--- src/hw/rtl/pud_pkg.sv ---
// Shared types, codes and helper functions for the percent/URL decoder.
// No dependencies; pud_decode, pud_result_buf and percent_url_decoder import this package.
`timescale 1ns / 1ps

package pud_pkg;

	localparam int MAX_RES = 4;
	localparam int CNT_W   = $clog2(MAX_RES + 1);
	localparam int IDX_W   = $clog2(MAX_RES);

	// error codes carried on the result word
	localparam logic [2:0] ERR_OK         = 3'd0;
	localparam logic [2:0] ERR_UNACCEPTED = 3'd1;
	localparam logic [2:0] ERR_INCOMPLETE = 3'd2;
	localparam logic [2:0] ERR_BAD_HEX    = 3'd3;
	localparam logic [2:0] ERR_BAD_LOW    = 3'd4;

	// escape position codes
	localparam logic [3:0] POS_IDLE = 4'd0;   // outside any escape
	localparam logic [3:0] POS_PCT  = 4'd1;   // after '%'
	localparam logic [3:0] POS_HEX2 = 4'd2;   // after first digit of %XX
	localparam logic [3:0] POS_U0   = 4'd3;   // after %u
	localparam logic [3:0] POS_U1   = 4'd4;
	localparam logic [3:0] POS_U2   = 4'd5;
	localparam logic [3:0] POS_U3   = 4'd6;   // three unit digits in
	localparam logic [3:0] POS_L0   = 4'd7;   // low surrogate expected
	localparam logic [3:0] POS_L1   = 4'd8;
	localparam logic [3:0] POS_L2   = 4'd9;
	localparam logic [3:0] POS_L3   = 4'd10;

	typedef struct packed {
		logic [3:0]  pos;
		logic [15:0] high;
		logic [15:0] low;
		logic        drop;
	} pud_state_t;

	typedef struct packed {
		logic [7:0] out_byte;
		logic [2:0] error_code;
		logic       run_last;
		logic       message_end;
	} pud_result_t;

	// all result words produced by one input byte
	typedef struct packed {
		logic [CNT_W-1:0]                  cnt;
		pud_result_t [MAX_RES-1:0]         res;
	} pud_group_t;

	typedef struct packed {
		logic       ok;
		logic [3:0] val;
	} pud_hex_t;

	typedef struct packed {
		logic [CNT_W-1:0]       n;
		logic [MAX_RES-1:0][7:0] b;
	} pud_utf8_t;

	function automatic pud_hex_t hex_value(input logic [7:0] b);
		pud_hex_t h;
		h.ok  = 1'b0;
		h.val = 4'd0;
		if (b inside {["0":"9"]}) begin
			h.ok  = 1'b1;
			h.val = b[3:0];
		end else if (b inside {["a":"f"], ["A":"F"]}) begin
			h.ok  = 1'b1;
			h.val = b[3:0] + 4'd9;
		end
		return h;
	endfunction

	function automatic logic char_accepted(input logic [7:0] b, input logic uri_set);
		logic ok;
		ok = b inside {["0":"9"], ["a":"z"], ["A":"Z"]};
		if (uri_set) begin
			ok = ok || (b inside {"-", "_", ".", "!", "~", "*", "'", "(", ")", ";", "/",
				"?", ":", "@", "&", "=", "+", "$", ",", "#"});
		end else begin
			ok = ok || (b inside {".", "-", "~", "_"});
		end
		return ok;
	endfunction

	function automatic pud_utf8_t utf8_encode(input logic [20:0] cp);
		pud_utf8_t e;
		e = '0;
		if (cp <= 21'h00007F) begin
			e.n    = CNT_W'(1);
			e.b[0] = cp[7:0];
		end else if (cp <= 21'h0007FF) begin
			e.n    = CNT_W'(2);
			e.b[0] = {3'b110, cp[10:6]};
			e.b[1] = {2'b10, cp[5:0]};
		end else if (cp <= 21'h00FFFF) begin
			e.n    = CNT_W'(3);
			e.b[0] = {4'b1110, cp[15:12]};
			e.b[1] = {2'b10, cp[11:6]};
			e.b[2] = {2'b10, cp[5:0]};
		end else begin
			e.n    = CNT_W'(4);
			e.b[0] = {5'b11110, cp[20:18]};
			e.b[1] = {2'b10, cp[17:12]};
			e.b[2] = {2'b10, cp[11:6]};
			e.b[3] = {2'b10, cp[5:0]};
		end
		return e;
	endfunction

endpackage

--- src/hw/rtl/pud_in_if.sv ---
// Input channel: one escaped byte per word with an end-of-string flag.
// Standalone valid/ready interface, no dependencies.
`timescale 1ns / 1ps

interface pud_in_if;
	logic       valid;
	logic       ready;
	logic [7:0] in_byte;
	logic       in_last;

	modport source (output valid, output in_byte, output in_last, input ready);
	modport sink   (input valid, input in_byte, input in_last, output ready);
endinterface

--- src/hw/rtl/pud_out_if.sv ---
// Output channel: one decoded byte or error report per word.
// Standalone valid/ready interface, no dependencies.
`timescale 1ns / 1ps

interface pud_out_if;
	logic       valid;
	logic       ready;
	logic [7:0] out_byte;
	logic [2:0] error_code;
	logic       run_last;
	logic       message_end;

	modport source (output valid, output out_byte, output error_code, output run_last,
		output message_end, input ready);
	modport sink   (input valid, input out_byte, input error_code, input run_last,
		input message_end, output ready);
endinterface

--- src/hw/rtl/pud_decode.sv ---
// Per-byte decode step: next escape state and the result words one byte produces.
// Purely combinational; uses pud_pkg.
`timescale 1ns / 1ps

module pud_decode (
	input  logic [7:0]          in_byte,
	input  logic                in_last,
	input  logic                uri_set,
	input  pud_pkg::pud_state_t st,
	output pud_pkg::pud_state_t nxt,
	output pud_pkg::pud_group_t grp
);
	import pud_pkg::*;

	pud_hex_t         hv;
	logic             fail;
	logic [2:0]       fcode;
	logic             use_enc;
	logic [20:0]      cp;
	logic [15:0]      unit;
	logic [15:0]      lw;
	pud_utf8_t        enc;
	logic [CNT_W-1:0] cnt;

	assign hv   = hex_value(in_byte);
	assign unit = {st.high[11:0], hv.val};
	assign lw   = {st.low[11:0], hv.val};
	assign enc  = utf8_encode(cp);

	always_comb begin
		nxt     = st;
		fail    = 1'b0;
		fcode   = ERR_OK;
		use_enc = 1'b0;
		cp      = '0;
		cnt     = '0;
		grp     = '0;

		if (st.drop) begin
			if (in_last) nxt.drop = 1'b0;
		end else begin
			case (st.pos)
				POS_IDLE: begin
					if (in_byte == "%") begin
						if (in_last) begin
							fail  = 1'b1;
							fcode = ERR_INCOMPLETE;
						end else begin
							nxt.pos  = POS_PCT;
							nxt.high = '0;
							nxt.low  = '0;
						end
					end else if (char_accepted(in_byte, uri_set)) begin
						cnt                = CNT_W'(1);
						grp.res[0].out_byte = in_byte;
					end else begin
						fail  = 1'b1;
						fcode = ERR_UNACCEPTED;
					end
				end
				POS_PCT: begin
					if (in_byte == "u" || in_byte == "U") begin
						if (in_last) begin
							fail  = 1'b1;
							fcode = ERR_INCOMPLETE;
						end else begin
							nxt.pos = POS_U0;
						end
					end else if (!hv.ok) begin
						fail  = 1'b1;
						fcode = ERR_BAD_HEX;
					end else if (in_last) begin
						fail  = 1'b1;
						fcode = ERR_INCOMPLETE;
					end else begin
						nxt.high = {12'd0, hv.val};
						nxt.pos  = POS_HEX2;
					end
				end
				POS_HEX2: begin
					if (!hv.ok) begin
						fail  = 1'b1;
						fcode = ERR_BAD_HEX;
					end else begin
						cnt                 = CNT_W'(1);
						grp.res[0].out_byte = {st.high[3:0], hv.val};
						nxt.pos             = POS_IDLE;
						nxt.high            = '0;
					end
				end
				POS_U0, POS_U1, POS_U2, POS_U3: begin
					if (!hv.ok) begin
						fail  = 1'b1;
						fcode = ERR_BAD_HEX;
					end else begin
						nxt.high = unit;
						if (st.pos != POS_U3) begin
							if (in_last) begin
								fail  = 1'b1;
								fcode = ERR_INCOMPLETE;
							end else begin
								nxt.pos = st.pos + 4'd1;
							end
						end else if (unit[15:10] == 6'b110110) begin
							// high surrogate: low unit must follow directly
							if (in_last) begin
								fail  = 1'b1;
								fcode = ERR_INCOMPLETE;
							end else begin
								nxt.pos = POS_L0;
								nxt.low = '0;
							end
						end else begin
							nxt.pos  = POS_IDLE;
							nxt.high = '0;
							use_enc  = 1'b1;
							cp       = {5'd0, unit};
						end
					end
				end
				POS_L0, POS_L1, POS_L2, POS_L3: begin
					if (!hv.ok) begin
						fail  = 1'b1;
						fcode = ERR_BAD_HEX;
					end else begin
						nxt.low = lw;
						if (st.pos != POS_L3) begin
							if (in_last) begin
								fail  = 1'b1;
								fcode = ERR_INCOMPLETE;
							end else begin
								nxt.pos = st.pos + 4'd1;
							end
						end else if (lw[15:10] != 6'b110111) begin
							fail  = 1'b1;
							fcode = ERR_BAD_LOW;
						end else begin
							nxt.pos  = POS_IDLE;
							nxt.high = '0;
							nxt.low  = '0;
							use_enc  = 1'b1;
							cp       = 21'h010000 + {1'b0, st.high[9:0], lw[9:0]};
						end
					end
				end
				default: begin
					nxt.pos = POS_IDLE;
				end
			endcase

			if (use_enc) begin
				cnt = enc.n;
				for (int k = 0; k < MAX_RES; k++) grp.res[k].out_byte = enc.b[k];
			end

			if (fail) begin
				cnt                   = CNT_W'(1);
				grp.res[0].out_byte   = 8'd0;
				grp.res[0].error_code = fcode;
				nxt.pos               = POS_IDLE;
				nxt.high              = '0;
				nxt.low               = '0;
				nxt.drop              = !in_last;
			end
		end

		for (int k = 0; k < MAX_RES; k++) begin
			grp.res[k].run_last    = (cnt == CNT_W'(k + 1));
			grp.res[k].message_end = in_last && (cnt == CNT_W'(k + 1));
		end
		grp.cnt = cnt;

		if (in_last && cnt != '0 && !nxt.drop) begin
			nxt.pos  = POS_IDLE;
			nxt.high = '0;
			nxt.low  = '0;
		end
	end

endmodule

--- src/hw/rtl/pud_result_buf.sv ---
// Result register: holds the words of one decoded byte and hands them out one a cycle while the sink is ready.
// Uses pud_pkg and the pud_out_if channel.
`timescale 1ns / 1ps

module pud_result_buf (
	input  logic                clk,
	input  logic                arst_n,
	input  logic                load,
	input  pud_pkg::pud_group_t grp,
	output logic                can_load,
	pud_out_if.source           decoded
);
	import pud_pkg::*;

	pud_result_t [MAX_RES-1:0] res_q;
	logic [CNT_W-1:0]          cnt_q;
	logic [IDX_W-1:0]          idx_q;
	pud_result_t               cur;
	logic                      take;

	assign cur      = res_q[idx_q];
	assign take     = decoded.valid && decoded.ready;
	// free once the final word of the group leaves
	assign can_load = (cnt_q == '0) || (take && cur.run_last);

	assign decoded.valid       = (cnt_q != '0);
	assign decoded.out_byte    = cur.out_byte;
	assign decoded.error_code  = cur.error_code;
	assign decoded.run_last    = cur.run_last;
	assign decoded.message_end = cur.message_end;

	always_ff @(posedge clk or negedge arst_n) begin
		if (!arst_n) begin
			cnt_q <= '0;
			idx_q <= '0;
		end else if (load) begin
			cnt_q <= grp.cnt;
			idx_q <= '0;
		end else if (take) begin
			if (cur.run_last) cnt_q <= '0;
			idx_q <= idx_q + IDX_W'(1);
		end
	end

	always_ff @(posedge clk) begin
		if (load) res_q <= grp.res;
	end

endmodule

--- src/hw/rtl/percent_url_decoder.sv ---
// Percent/UTF-16 escape decoder: one escaped byte in, 0 to 4 result words out.
// Input bytes are registered in stage s1, decoded combinationally and loaded into the result register.
// Throughput: one input byte per cycle while the result register can take its words; a byte
// yielding n words holds the result register until all n leave the single-word output port.
// Reset (arst_n low): escape state, drop flag, charset select and both stages cleared.
`timescale 1ns / 1ps

module percent_url_decoder (
	input  logic      clk,
	input  logic      arst_n,
	input  logic      charset_we,
	input  logic      charset_wdata,
	pud_in_if.sink    escaped,
	pud_out_if.source decoded
);
	import pud_pkg::*;

	logic       valid_s1;
	logic [7:0] in_byte_s1;
	logic       in_last_s1;
	logic       charset_q;
	pud_state_t st_q;
	pud_state_t nxt;
	pud_group_t grp;
	logic       can_load;
	logic       adv_s1;
	logic       load;

	// a byte with no result words never waits for the result register
	assign adv_s1        = valid_s1 && (grp.cnt == '0 || can_load);
	assign load          = valid_s1 && grp.cnt != '0 && can_load;
	assign escaped.ready = !valid_s1 || adv_s1;

	always_ff @(posedge clk or negedge arst_n) begin
		if (!arst_n) begin
			valid_s1  <= 1'b0;
			charset_q <= 1'b0;
			st_q      <= '0;
		end else begin
			if (charset_we) charset_q <= charset_wdata;
			if (escaped.valid && escaped.ready) valid_s1 <= 1'b1;
			else if (adv_s1) valid_s1 <= 1'b0;
			if (adv_s1) st_q <= nxt;
		end
	end

	always_ff @(posedge clk) begin
		if (escaped.valid && escaped.ready) begin
			in_byte_s1 <= escaped.in_byte;
			in_last_s1 <= escaped.in_last;
		end
	end

	pud_decode u_decode (
		.in_byte (in_byte_s1),
		.in_last (in_last_s1),
		.uri_set (charset_q),
		.st      (st_q),
		.nxt     (nxt),
		.grp     (grp)
	);

	pud_result_buf u_result_buf (
		.clk      (clk),
		.arst_n   (arst_n),
		.load     (load),
		.grp      (grp),
		.can_load (can_load),
		.decoded  (decoded)
	);

endmodule

--- src/flat_wrapper.sv ---
// flat-port wrapper written by rule: the top's interface ports become plain ports
module percent_url_decoder_flat import pud_pkg::*;
  (clk, arst_n, charset_we, charset_wdata, escaped_valid, escaped_in_byte, escaped_in_last, escaped_ready, decoded_valid, decoded_out_byte, decoded_error_code, decoded_run_last, decoded_message_end, decoded_ready);
  pud_in_if escaped_i ();
  pud_out_if decoded_i ();
  input  logic clk;
  input  logic arst_n;
  input  logic charset_we;
  input  logic charset_wdata;
  input wire logic [$bits(escaped_i.valid)-1:0] escaped_valid;
  input wire logic [$bits(escaped_i.in_byte)-1:0] escaped_in_byte;
  input wire logic [$bits(escaped_i.in_last)-1:0] escaped_in_last;
  output wire logic [$bits(escaped_i.ready)-1:0] escaped_ready;
  output wire logic [$bits(decoded_i.valid)-1:0] decoded_valid;
  output wire logic [$bits(decoded_i.out_byte)-1:0] decoded_out_byte;
  output wire logic [$bits(decoded_i.error_code)-1:0] decoded_error_code;
  output wire logic [$bits(decoded_i.run_last)-1:0] decoded_run_last;
  output wire logic [$bits(decoded_i.message_end)-1:0] decoded_message_end;
  input wire logic [$bits(decoded_i.ready)-1:0] decoded_ready;
  assign escaped_i.valid = escaped_valid;
  assign escaped_i.in_byte = escaped_in_byte;
  assign escaped_i.in_last = escaped_in_last;
  assign escaped_ready = escaped_i.ready;
  assign decoded_valid = decoded_i.valid;
  assign decoded_out_byte = decoded_i.out_byte;
  assign decoded_error_code = decoded_i.error_code;
  assign decoded_run_last = decoded_i.run_last;
  assign decoded_message_end = decoded_i.message_end;
  assign decoded_i.ready = decoded_ready;
  percent_url_decoder u_core (.clk(clk), .arst_n(arst_n), .charset_we(charset_we), .charset_wdata(charset_wdata), .escaped(escaped_i), .decoded(decoded_i));
endmodule
--- config.mk ---
export PLATFORM = sky130hd
export DESIGN_NAME = percent_url_decoder_flat
export DESIGN_NICKNAME = d
export VERILOG_FILES = /design/src/hw/rtl/pud_pkg.sv /design/src/hw/rtl/pud_in_if.sv /design/src/hw/rtl/pud_out_if.sv /design/src/hw/rtl/pud_decode.sv /design/src/hw/rtl/pud_result_buf.sv /design/src/hw/rtl/percent_url_decoder.sv /design/src/flat_wrapper.sv
export SDC_FILE = /design/constraint.sdc
export NUM_CORES = 1
export LEC_CHECK = 0
export ABC_AREA = 1
export ABC_CLOCK_PERIOD_IN_PS = 4100
export BUFFER_PORTS_ARGS = -buffer_cell sky130_fd_sc_hd__buf_4
export CAP_MARGIN = 20
export CORE_ASPECT_RATIO = 1.75
export CORE_MARGIN = 8
export CORE_UTILIZATION = 45
export CTS_CLUSTER_DIAMETER = 150
export DETAILED_ROUTE_END_ITERATION = 12
export GPL_TIMING_DRIVEN = 1
export RECOVER_POWER = 25
export SYNTH_ARGS = -nofsm -noshare
export SYNTH_HDL_FRONTEND = slang
export SYNTH_SLANG_ARGS = --single-unit
--- constraint.sdc ---
create_clock -name clk -period 4.1 [get_ports clk]
set_clock_uncertainty 0.05 [all_clocks]
set_input_delay 0.205 -clock clk [delete_from_list [all_inputs] [get_ports clk]]
set_output_delay 0.205 -clock clk [all_outputs]
set_load 0.02 [all_outputs]
==> reports/qor.txt, run 1 <==
Status: finished, violations left
Failing checks: max-capacitance violations, max-slew violations
Worst setup margin: 0.366 ns
CP startpoint: u_core.in_byte_s1[0]
Hold crit path type: input pin to flop
Clk sink count: 85
Commonest non-fill, non-tap cells in the layout: nand2_1, nor2_1, inv_1
Post-synth top flop: edfxtp_1
Combinational share of power: 45.0%
CTS HTree Levels: 3
Setup crit end kind: output port
Pint: 2.08 mW
Fin crit period: 3.73 ns
Die area: 0.0167 mm²
Initial antenna violation count: 0
Worst min-delay path startpoint: charset_wdata
Placer Congestion: 1.07
Worst setup SP type: flop
Sequential Power Share: 34.3%
CP required: 3.85 ns
Mapped cell area: 0.00571 mm²
Top Usage Layer GRT: met2
Power Dens Cells: 578 mW/mm²
Met2 usage: 42.8%
Row cnt: 54
Die height: 165 µm
Hold Crit Endpoint: u_core.charset_q
Sequential share of the synthesized area: 41.5%
Vias per inst: 5.59
Vias in the first global route: 5333
FILL cells: 1269
Post-synth EDFFs: 49
DRC violations left: 0
Leakage: 2.82 nW
Worst Reg2Reg Path Length in Cells: 21
Initial DRC count: 344
TritonCTS Buffers: 9
Switching share of power: 45.0%
Initial Util: 45.9%
# nets final: 817
Clock Tree Root: clkbuf_16
VDD IR max: 0.000263 V
Vias: 5396
I/O pin cnt: 30
Avg Cell Area, Syn: 7.62 µm²
Max FO, Critical Path: 11
Flops & latches, synth: 85
Commonest non-fill, non-tap cell in the layout: nand2_1
Clock Latency Late Sink: 0.35 ns
Least-Margin Pin Slew: 2.18 ns
Max Slew Vio Count: 37
Share of layout cells above drive strength 1: 13.4%
Aggregate negative setup slack: 0 ns
Post-synthesis cell count: 749
Input/output buffers: 29
Inserted Diodes: 0
Global-route wire length before repair: 28200 µm
DR WL/cell: 18.9 µm
Largest net degree at the start of global routing: 38
Overall routing resource usage: 22.4%
MaxCap Viol Count: 1
Area growth from synthesis to layout: 14.2%
Unrepaired setup endpoints after global routing: false
Critical path type: flop to output port
Total wire length: 18200 µm
Final HPWL DP: 14400 µm
Gr ovfl total: 0
Setup-failing EPs final: 0
Asr flop ratio synth: 42.4%
Die X: 101 µm
ANT nets after route: 0
Clk slew on worst S/H paths: 0.07 ns
Hold Violations, Final: 0
Mapped Nets: 774
Period utilization: 91.1%
WHS Path Cells: 3
Flop-to-flop setup slack: 0.41 ns
Synth cell types: 49
WP data arrival: 3.48 ns
R2R Path End: u_core.u_result_buf.res_q[8]
Yosys warnings: 0
CTS tree: done
Max Clk Rate: 268 MHz
Placeable core region: 0.0124 mm²
Slew margin rel.: -45.4%
Worst reg2reg path startpoint: u_core.in_byte_s1[0]
Clk pwr share: 20.7%
Switching pwr: 1.69 mW
Clk buf depth: 2
Met3 Use GR: 3.55%
Post-Place Setup Slack: 0.255 ns
Met1 Usage GRT: 21.7%
Number of detailed-route iterations in the first pass: 5
## through the flow
stage	cells	area [µm²]	util, %	total power [mW]	hold WS, ns
after CTS	961	6480	52.1	3.74	0.00322
after floorplan	749	5710	-	2.43	-0.141
final	965	6520	52.4	3.77	0.00553
after global placement	935	6100	49.1	2.92	0.159
after detailed placement	935	6100	49.1	2.95	0.165
after global routing	965	6520	52.4	3.99	0.0487
## logic make-up (layout without fill, tap and decap cells)
logic type / Yosys count / after routing / synth area share (%)
simple gates: 381 / 383 / 30.4
compound gates: 149 / 149 / 15.4
buf+inv: 110 / 156 / 8.11
flops: 85 / 85 / 41.5
fa+ha+maj: 10 / 10 / 2.19
mux: 9 / 9 / 1.58
xor+xnor: 5 / 5 / 0.767
## synthesized netlist by cell type, types with 2 or more instances
library cell / n / area (µm²)
nand2_2: 10 / 62.6
xor2_1: 3 / 26.3
a211oi_1: 4 / 30.0
mux2i_1: 9 / 90.1
o211ai_1: 6 / 45.0
o21ai_2: 2 / 17.5
nor2_1: 91 / 342
dfrtp_1: 36 / 901
o22ai_1: 28 / 175
nor2_4: 4 / 45.0
nand3_2: 5 / 50.1
buf_4: 2 / 15.0
a21oi_1: 24 / 120
o21ai_0: 58 / 290
o21ai_1: 13 / 65.1
xnor2_1: 2 / 17.5
nand4_1: 3 / 18.8
clkbuf_1: 7 / 26.3
ha_1: 10 / 125
nor3_1: 18 / 90.1
buf_6: 4 / 45.0
nor2_2: 8 / 50.1
o221ai_1: 3 / 26.3
inv_2: 8 / 30.0
nand2_4: 6 / 67.6
inv_1: 79 / 297
a41oi_1: 2 / 17.5
nor3b_1: 7 / 52.6
o21a_1: 2 / 15.0
nand3_1: 47 / 235
buf_2: 7 / 35.0
nand2_1: 176 / 661
edfxtp_1: 49 / 1470
## power groups by stage
| stage | logic [mW] | registers, mW | clock network (mW) |
|---|---|---|---|
| 2_1_floorplan | 1.21 | 1.23 | 0 |
| 3_3_place_gp | 1.62 | 1.30 | 0 |
| 3_5_place_dp | 1.63 | 1.31 | 0 |
| 4_1_cts | 1.65 | 1.29 | 0.795 |
| 5_1_grt | 1.84 | 1.32 | 0.823 |
| 6_report | 1.70 | 1.29 | 0.782 |
## state kept, by name (all words and copies together), names as in the netlist
signal                     flops
u_core.in_last_s1              1
u_core.charset_q               1
u_core.valid_s1                1
u_core.u_result_buf.res_q     40
u_core.st_q                   29
u_core.u_result_buf.idx_q      2
u_core.u_result_buf.cnt_q      3
u_core.in_byte_s1              8
## worst max-delay path: stages (launching register included)
cell and delay, ns:
edfxtp_1 0.50, inv_2 0.17, ha_1 0.18, inv_1 0.06, nor2_2 0.14, nand3_1 0.16
nand2_1 0.09, nand2_1 0.06, nand2_1 0.11, nand3_4 0.16, nand2_2 0.11, inv_2 0.10
nand2_1 0.17, nand2_1 0.09, nor2_2 0.16, nand2_4 0.12, nand2_2 0.10, nand2_2 0.08
nand3_4 0.10, nand2_2 0.06, inv_2 0.10, nand2_1 0.10, buf_4 0.17
## layout make-up
class | count | area, µm² | share of cell area [%]
inverters | 89 | 340 | 5.22
flip-flops and latches | 85 | 2370 | 36.4
well taps | 168 | 210 | 3.22
clock inverters | 7 | 55.1 | 0.844
repair buffers | 51 | 412 | 6.31
clock buffers | 9 | 225 | 3.45
multi-input cells | 556 | 2910 | 44.6
## layer usage
layer	vias to the layer above	routed length, µm
met4	0	826
li1	2604	-
met1	2567	6620
met5	-	0
met2	176	10000
met3	49	713
## timing repair
item	in CTS	in global routing
resized for setup	0	6
setup buffers	0	1
hold buffers	10	1
endpoints found under the hold margin	45	1
setup endpoints to repair	0	71
## how the worst max path moves through the flow
stage	end
after floorplan	u_core.u_result_buf.res_q[0]
final	escaped_ready
after global placement	u_core.u_result_buf.res_q[7]
after CTS	u_core.u_result_buf.res_q[35]
after global routing	escaped_ready
after detailed placement	u_core.u_result_buf.res_q[20]
(Power assumes the default switching activity.)
==> inputs of run 2 (changes only) <==
--- a/config.mk
+++ b/config.mk
@@ -15,7 +15,7 @@
 export CTS_CLUSTER_DIAMETER = 150
 export DETAILED_ROUTE_END_ITERATION = 12
 export GPL_TIMING_DRIVEN = 1
-export RECOVER_POWER = 25
+export RECOVER_POWER = 50
 export SYNTH_ARGS = -nofsm -noshare
 export SYNTH_HDL_FRONTEND = slang
 export SYNTH_SLANG_ARGS = --single-unit
==> run 2 against run 1 <==
Against the previous run:
- the flow still finishes with violations (max-capacitance violations, max-slew violations)
- fmax fell by 0.89%
- largest power group unchanged
- highest routed layer unchanged
- global-route usage did not move
- via count fell by 0.48%
- combinational power fell by 5%
- register-to-register slack got worse by 0.03 ns
- sequential share of layout area rose by 0.39 points
- worst hold slack improved by 0.0018 ns
- die area did not move
- clock power barely moved
- flip-flop and latch count did not move
==> reports/qor.txt, run 2 (synthesized netlist as in run 1, its figures left out) <==
Status: finished, violations left
Failing checks: max-capacitance violations, max-slew violations
FILL cells: 1285 (+1.3%)
VDD IR max: 0.000259 V (-1.5%)
Leakage: 2.76 nW (-2.3%)
Cell Chain, Critical Path: inv_2 > ha_1 > inv_1 > nor2_2 > nand3_1 > nand2_1 > nand2_1 > nand2_1 > nand3_4 > nand2_2 > inv_2 > nand2_1 > nand2_1 > nor2_2 > nand2_4 > nand2_1 > nand2_2 > nand3_4 > nand2_2 > inv_2 > nand2_1 > buf_4
DR WL/cell: 18.8 µm (about the same)
Multi-input gate area: 0.00289 mm² (-0.43%)
Slew margin rel.: -45.3% (+0.090 points)
Commonest non-fill, non-tap cells in the layout: nand2_1, nor2_1, inv_1
Biggest regs: u_core.u_result_buf.res_q: 40 flops, u_core.st_q: 29 flops, u_core.in_byte_s1: 8 flops
Max FO, Critical Path: 11 (unchanged)
Final Power: 3.69 mW (-2.0%)
Max reg flops: 40 (unchanged)
Placeable core region: 0.0124 mm² (unchanged)
Least-Margin Pin Slew: 2.18 ns (-0.00135 ns)
Period utilization: 91.9% (+0.82 points)
Sequential Power Share: 35.0% (+0.7 points)
Row cnt: 54 (unchanged)
Placer Congestion: 1.07 (unchanged)
CTS tree: done
Clk buf depth: 2 (unchanged)
Switching pwr: 1.69 mW (-0.20%)
Unrepaired setup endpoints after global routing: false
Initial DRC count: 334 (-2.9%)
Switching share of power: 45.8% (+0.83 points)
Die X: 101 µm (unchanged)
DRC violations left: 0 (unchanged)
Worst min-delay path startpoint: charset_wdata
Commonest non-fill, non-tap cell in the layout: nand2_1
Fin crit period: 3.77 ns (+0.0337 ns)
I/O pin cnt: 30 (unchanged)
Initial antenna violation count: 0 (unchanged)
Clock Latency Late Sink: 0.35 ns (about the same)
Max incr delay on CP: 0.50 ns (about the same)
Vias per inst: 5.56 (-0.48%)
Share of layout cells above drive strength 1: 10.9% (-2.5 points)
Largest net degree at the start of global routing: 38 (unchanged)
Total wire length: 18200 µm (about the same)
Hold Violations, Final: 0 (unchanged)
Worst path top cell family by delay: simple AND/OR/NAND/NOR gates
Inserted Diodes: 0 (unchanged)
Power Dens Cells: 573 mW/mm² (-0.97%)
Initial Util: 45.9% (unchanged)
Pint: 2.00 mW (-3.5%)
Final HPWL DP: 14400 µm (unchanged)
WHS: 0.00736 ns (+0.00184 ns)
Most Frequent Cell on Critical Path: nand2_1
TritonCTS Buffers: 9 (unchanged)
Clk slew on worst S/H paths: 0.07 ns (about the same)
CTS HTree Levels: 3 (unchanged)
Setup-failing EPs final: 0 (unchanged)
Max Slew Vio Count: 37 (unchanged)
Combinational share of power: 43.8% (-1.2 points)
MaxCap Viol Count: 1 (unchanged)
Clock Tree Root: clkbuf_16
Critical path type: flop to output port
Clk pwr share: 21.1% (+0.4 points)
Die height: 165 µm (unchanged)
Flop-to-flop setup slack: 0.38 ns (-0.03 ns)
Die area: 0.0167 mm² (unchanged)
Input/output buffers: 29 (unchanged)
CP startpoint: u_core.in_byte_s1[0]
Vias: 5370 (-0.48%)
Vias in the first global route: 5333 (unchanged)
Aggregate negative setup slack: 0 ns (unchanged)
Critical-path top delay cell: edfxtp_1
Number of detailed-route iterations in the first pass: 5 (unchanged)
Sequential Area: 0.00237 mm² (unchanged)
WP data arrival: 3.51 ns (+0.03 ns)
Max Clk Rate: 265 MHz (-0.89%)
Worst reg2reg path startpoint: u_core.in_byte_s1[0]
# nets final: 817 (unchanged)
Global-route wire length before repair: 28200 µm (unchanged)
Area growth from synthesis to layout: 13.0%
Gr ovfl total: 0 (unchanged)
Clk sink count: 85 (unchanged)
Worst setup SP type: flop
CP required: 3.85 ns (about the same)
ANT nets after route: 0 (unchanged)
Hold crit path type: input pin to flop
Buffers and inverters on the worst path: 5 (unchanged)
Overall routing resource usage: 22.4% (unchanged)
Setup crit end kind: output port
Biggest register: u_core.u_result_buf.res_q
## run 2: changes by cell type in the layout (fill, tap and decap cells not counted), sizes merged
cell and change:
clkbuf +15, buf -15
## run 2: worst paths after layout
path | to | cells past startpoint
max reg2reg | u_core.u_result_buf.res_q[8] | 21
max | escaped_ready | 22
max in group asynchronous | u_core.st_q[33] | 2
min reg2reg | u_core.st_q[4] | 2
min | u_core.charset_q | 3
min in group asynchronous | u_core.st_q[27] | 2
## run 2: worst reg2reg max path, stage by stage (launching register included)
cell	delay, ns
edfxtp_1	0.50
inv_2	0.17
ha_1	0.18
inv_1	0.06
nor2_2	0.15
nand3_1	0.16
nand2_1	0.09
nand2_1	0.06
nand2_1	0.11
nand3_4	0.16
nand2_2	0.12
inv_2	0.10
nand2_1	0.17
nand2_1	0.09
nor2_2	0.16
nand2_4	0.12
nand2_1	0.14
nand2_2	0.09
nand3_4	0.11
nand3_1	0.19
inv_2	0.19
buf_12	0.22
## run 2: timing repair
action | 4_1_cts | 5_1_grt
hold endpoints to repair | 45 | 1
setup buffers | 0 | 1
resized for setup | 0 | 6
hold buffers | 10 | 1
setup endpoints to repair | 0 | 71
## run 2: per-stage QoR
step	setup WS [ns]	cell area (µm²)	cells	utilization [%]
after floorplan	0.610	5710	749	-
after global placement	0.288	6100	935	49.1
after detailed placement	0.255	6100	935	49.1
after CTS	0.221	6480	961	52.1
after global routing	0.0445	6450	965	51.9
final	0.332	6450	965	51.9
## run 2: metal layers
layer	routed length [µm]	GRT usage (%)	vias to the layer above
li1	-	-	2599
met1	6690	21.7	2564
met2	10000	42.8	154
met3	632	3.55	53
met4	864	13.4	0
met5	0	0	-
## run 2: final cells by class
type | instances | area share [%]
multi-input cells | 556 | 44.8
flip-flops and latches | 85 | 36.8
repair buffers | 51 | 5.51
inverters | 89 | 5.28
clock buffers | 9 | 3.49
well taps | 168 | 3.26
clock inverters | 7 | 0.853
## run 2: power by group through the flow
stage               Combinational, mW  Clock (mW)  Sequential (mW)
detailed placement               1.63           0             1.31
floorplan                        1.21           0             1.23
global placement                 1.62           0             1.30
global route                     1.77       0.823             1.32
finish                           1.62       0.781             1.29
CTS                              1.65       0.795             1.29
==> inputs of run 3 (changes only) <==
--- a/config.mk
+++ b/config.mk
@@ -9,12 +9,16 @@
 export ABC_CLOCK_PERIOD_IN_PS = 4100
 export BUFFER_PORTS_ARGS = -buffer_cell sky130_fd_sc_hd__buf_4
 export CAP_MARGIN = 20
+export CELL_PAD_IN_SITES_DETAIL_PLACEMENT = 1
+export CELL_PAD_IN_SITES_GLOBAL_PLACEMENT = 1
 export CORE_ASPECT_RATIO = 1.75
 export CORE_MARGIN = 8
 export CORE_UTILIZATION = 45
 export CTS_CLUSTER_DIAMETER = 150
+export CTS_CLUSTER_SIZE = 28
 export DETAILED_ROUTE_END_ITERATION = 12
 export GPL_TIMING_DRIVEN = 1
+export PLACE_DENSITY_LB_ADDON = 0.1
 export RECOVER_POWER = 50
 export SYNTH_ARGS = -nofsm -noshare
 export SYNTH_HDL_FRONTEND = slang
==> run 3 against run 2 <==
Against the previous run:
- the run still ends with max-capacitance violations, max-slew violations left
- setup slack worse by 0.048 ns
- worst hold slack better by 0.016 ns
- clock-buffer cell count up 1
- fmax down 1.3%
- power down 1.0%
- largest power group unchanged
==> reports/qor.txt, run 3 (synthesized netlist as in run 1, its figures left out) <==
Fin area: 0.00644 mm² (-0.21%)
Largest net degree at the start of global routing: 42 (+11%)
Biggest regs: u_core.u_result_buf.res_q: 40 flops, u_core.st_q: 29 flops, u_core.in_byte_s1: 8 flops
Overall routing resource usage: 24.6% (+2.2 points)
Initial Util: 45.9% (unchanged)
Hold crit path type: input pin to flop
Inserted Diodes: 0 (unchanged)
Placed Area: 0.00611 mm² (+0.12%)
Setup Buffers After CTS: 0 (unchanged)
Setup crit end kind: flop
Vias in the first global route: 5981 (+12%)
# nets final: 817 (unchanged)
Initial DRC count: 228 (-32%)
Max Slew Vio Count: 37 (unchanged)
Die area: 0.0167 mm² (unchanged)
ANT nets after route: 0 (unchanged)
Share of layout cells above drive strength 1: 10.8% (-0.13 points)
Clk sink count: 85 (unchanged)
CP required: 4.33 ns (+0.48 ns)
Biggest register: u_core.u_result_buf.res_q
Slew margin rel.: -43.4% (+1.9 points)
Critical path type: flop to flop
Final Power: 3.66 mW (-1.0%)
Global-route wire length before repair: 31300 µm (+11%)
WHS: 0.0230 ns (+0.0156 ns)
Commonest non-fill, non-tap cells in the layout: nand2_1, nor2_1, inv_1
Failing checks: max-capacitance violations, max-slew violations
DRC violations left: 0 (unchanged)
Leakage: 2.77 nW (+0.37%)
Max Clk Rate: 262 MHz (-1.3%)
Period utilization: 93.1% (+1.2 points)
CTS HTree Levels: 3 (unchanged)
Clk pwr share: 20.9% (-0.2 points)
Total wire length: 19300 µm (+5.9%)
Post-Place Setup Slack: 0.302 ns (+0.0470 ns)
Aggregate negative setup slack: 0 ns (unchanged)
WP data arrival: 4.05 ns (+0.54 ns)
Switching pwr: 1.67 mW (-0.98%)
Clk slew on worst S/H paths: 0.07 ns (about the same)
CTS tree: done
Combinational share of power: 43.8% (about the same)
Max reg flops: 40 (unchanged)
Placeable core region: 0.0124 mm² (unchanged)
Switching share of power: 45.8% (about the same)
Die X: 101 µm (unchanged)
Worst setup SP type: flop
TritonCTS Buffers: 9 (unchanged)
Least-Margin Pin Slew: 2.15 ns (-0.0285 ns)
Unrepaired setup endpoints after global routing: false
MaxCap Viol Count: 1 (unchanged)
DR WL/cell: 20.0 µm (+5.9%)
Input/output buffers: 29 (unchanged)
Clock Latency Late Sink: 0.34 ns (about the same)
Vias: 5421 (+0.95%)
Status: finished, violations left
Pint: 1.98 mW (-1.0%)
Number of detailed-route iterations in the first pass: 5 (unchanged)
I/O pin cnt: 30 (unchanged)
Placer Congestion: 1.01 (-5.3%)
Hold Violations, Final: 0 (unchanged)
Final HPWL DP: 15400 µm (+6.8%)
Gr ovfl total: 0 (unchanged)
Max FO, Critical Path: 28 (+17)
Fin crit period: 3.82 ns (+0.0484 ns)
Initial antenna violation count: 0 (unchanged)
Commonest non-fill, non-tap cell in the layout: nand2_1
Vias per inst: 5.62 (+0.95%)
Clk buf depth: 2 (unchanged)
Area growth from synthesis to layout: 12.7%
Sequential Power Share: 35.3% (+0.3 points)
Row cnt: 54 (unchanged)
Die height: 165 µm (unchanged)
Worst setup margin: 0.284 ns (-0.0484 ns)
Power Dens Cells: 568 mW/mm² (-0.79%)
VDD IR max: 0.000283 V (+9.6%)
Clock Tree Root: clkbuf_16
Setup-failing EPs final: 0 (unchanged)
-- run 3: power groups by stage --
stage | logic [mW] | registers, mW | clock network, mW
2_1_floorplan | 1.21 | 1.23 | 0
3_3_place_gp | 1.59 | 1.30 | 0
3_5_place_dp | 1.65 | 1.31 | 0
4_1_cts | 1.67 | 1.29 | 0.778
5_1_grt | 1.75 | 1.32 | 0.807
6_report | 1.60 | 1.29 | 0.764
-- run 3: layout make-up --
type / instances / area [µm²]
multi-input combinational: 556 / 2890
fill: 1612 / 5990
clock inverter: 6 / 47.5
sequential: 85 / 2370
timing repair buffer: 51 / 352
tap: 168 / 210
clock buffer: 10 / 229
inverter: 89 / 337
-- run 3: metrics by stage --
stage	std cells	util [%]
2_1_floorplan	749	-
3_3_place_gp	936	49.1
6_report	965	51.8
5_1_grt	965	51.8
4_1_cts	962	52.2
3_5_place_dp	936	49.1
-- run 3: path summary, 6_finish.rpt --
path                                           start                           end  slack, ns  depth (start not counted)
min in group asynchronous                     arst_n  u_core.u_result_buf.idx_q[0]       0.98                          2
worst min-delay path                   charset_wdata              u_core.charset_q       0.02                          3
max in group asynchronous                     arst_n               u_core.st_q[20]       1.77                          2
worst max-delay path            u_core.in_byte_s1[0]               u_core.st_q[23]       0.28                         21
worst min register to register       u_core.st_q[12]               u_core.st_q[12]       0.43                          2
worst max register to register  u_core.in_byte_s1[0]               u_core.st_q[23]       0.28                         21
-- run 3: critical path, stage by stage (launching register included) --
cell and delay, ns:
edfxtp_1 0.45, inv_1 0.21, ha_1 0.18, inv_1 0.05, nor2_2 0.14, nor2_1 0.08
o21ai_2 0.12, nand2_2 0.11, nand3_2 0.24, clkbuf_1 0.36, inv_4 0.11, nor2_1 0.23
a21oi_1 0.10, nand3_1 0.09, nand2_1 0.10, nand3_4 0.15, nand2_2 0.10, nand3_2 0.13
nand2_4 0.20, nor2_2 0.34, nand2_1 0.09, nand2_1 0.08
-- run 3: metal layers --
metal / vias to the layer above / share of wire [%] / GRT usage [%]
li1: 2593 / - / -
met1: 2669 / 36 / 23.9
met3: 53 / 2.4 / 3.12
met5: - / 0 / 0
met4: 0 / 4.7 / 11.9
met2: 106 / 57 / 48.7
-- run 3: timing repair --
item / in CTS / in global routing
setup endpoints to repair: 0 / 25
hold endpoints to repair: 45 / 1
resized for setup: 0 / 1
hold buffers: 10 / 1
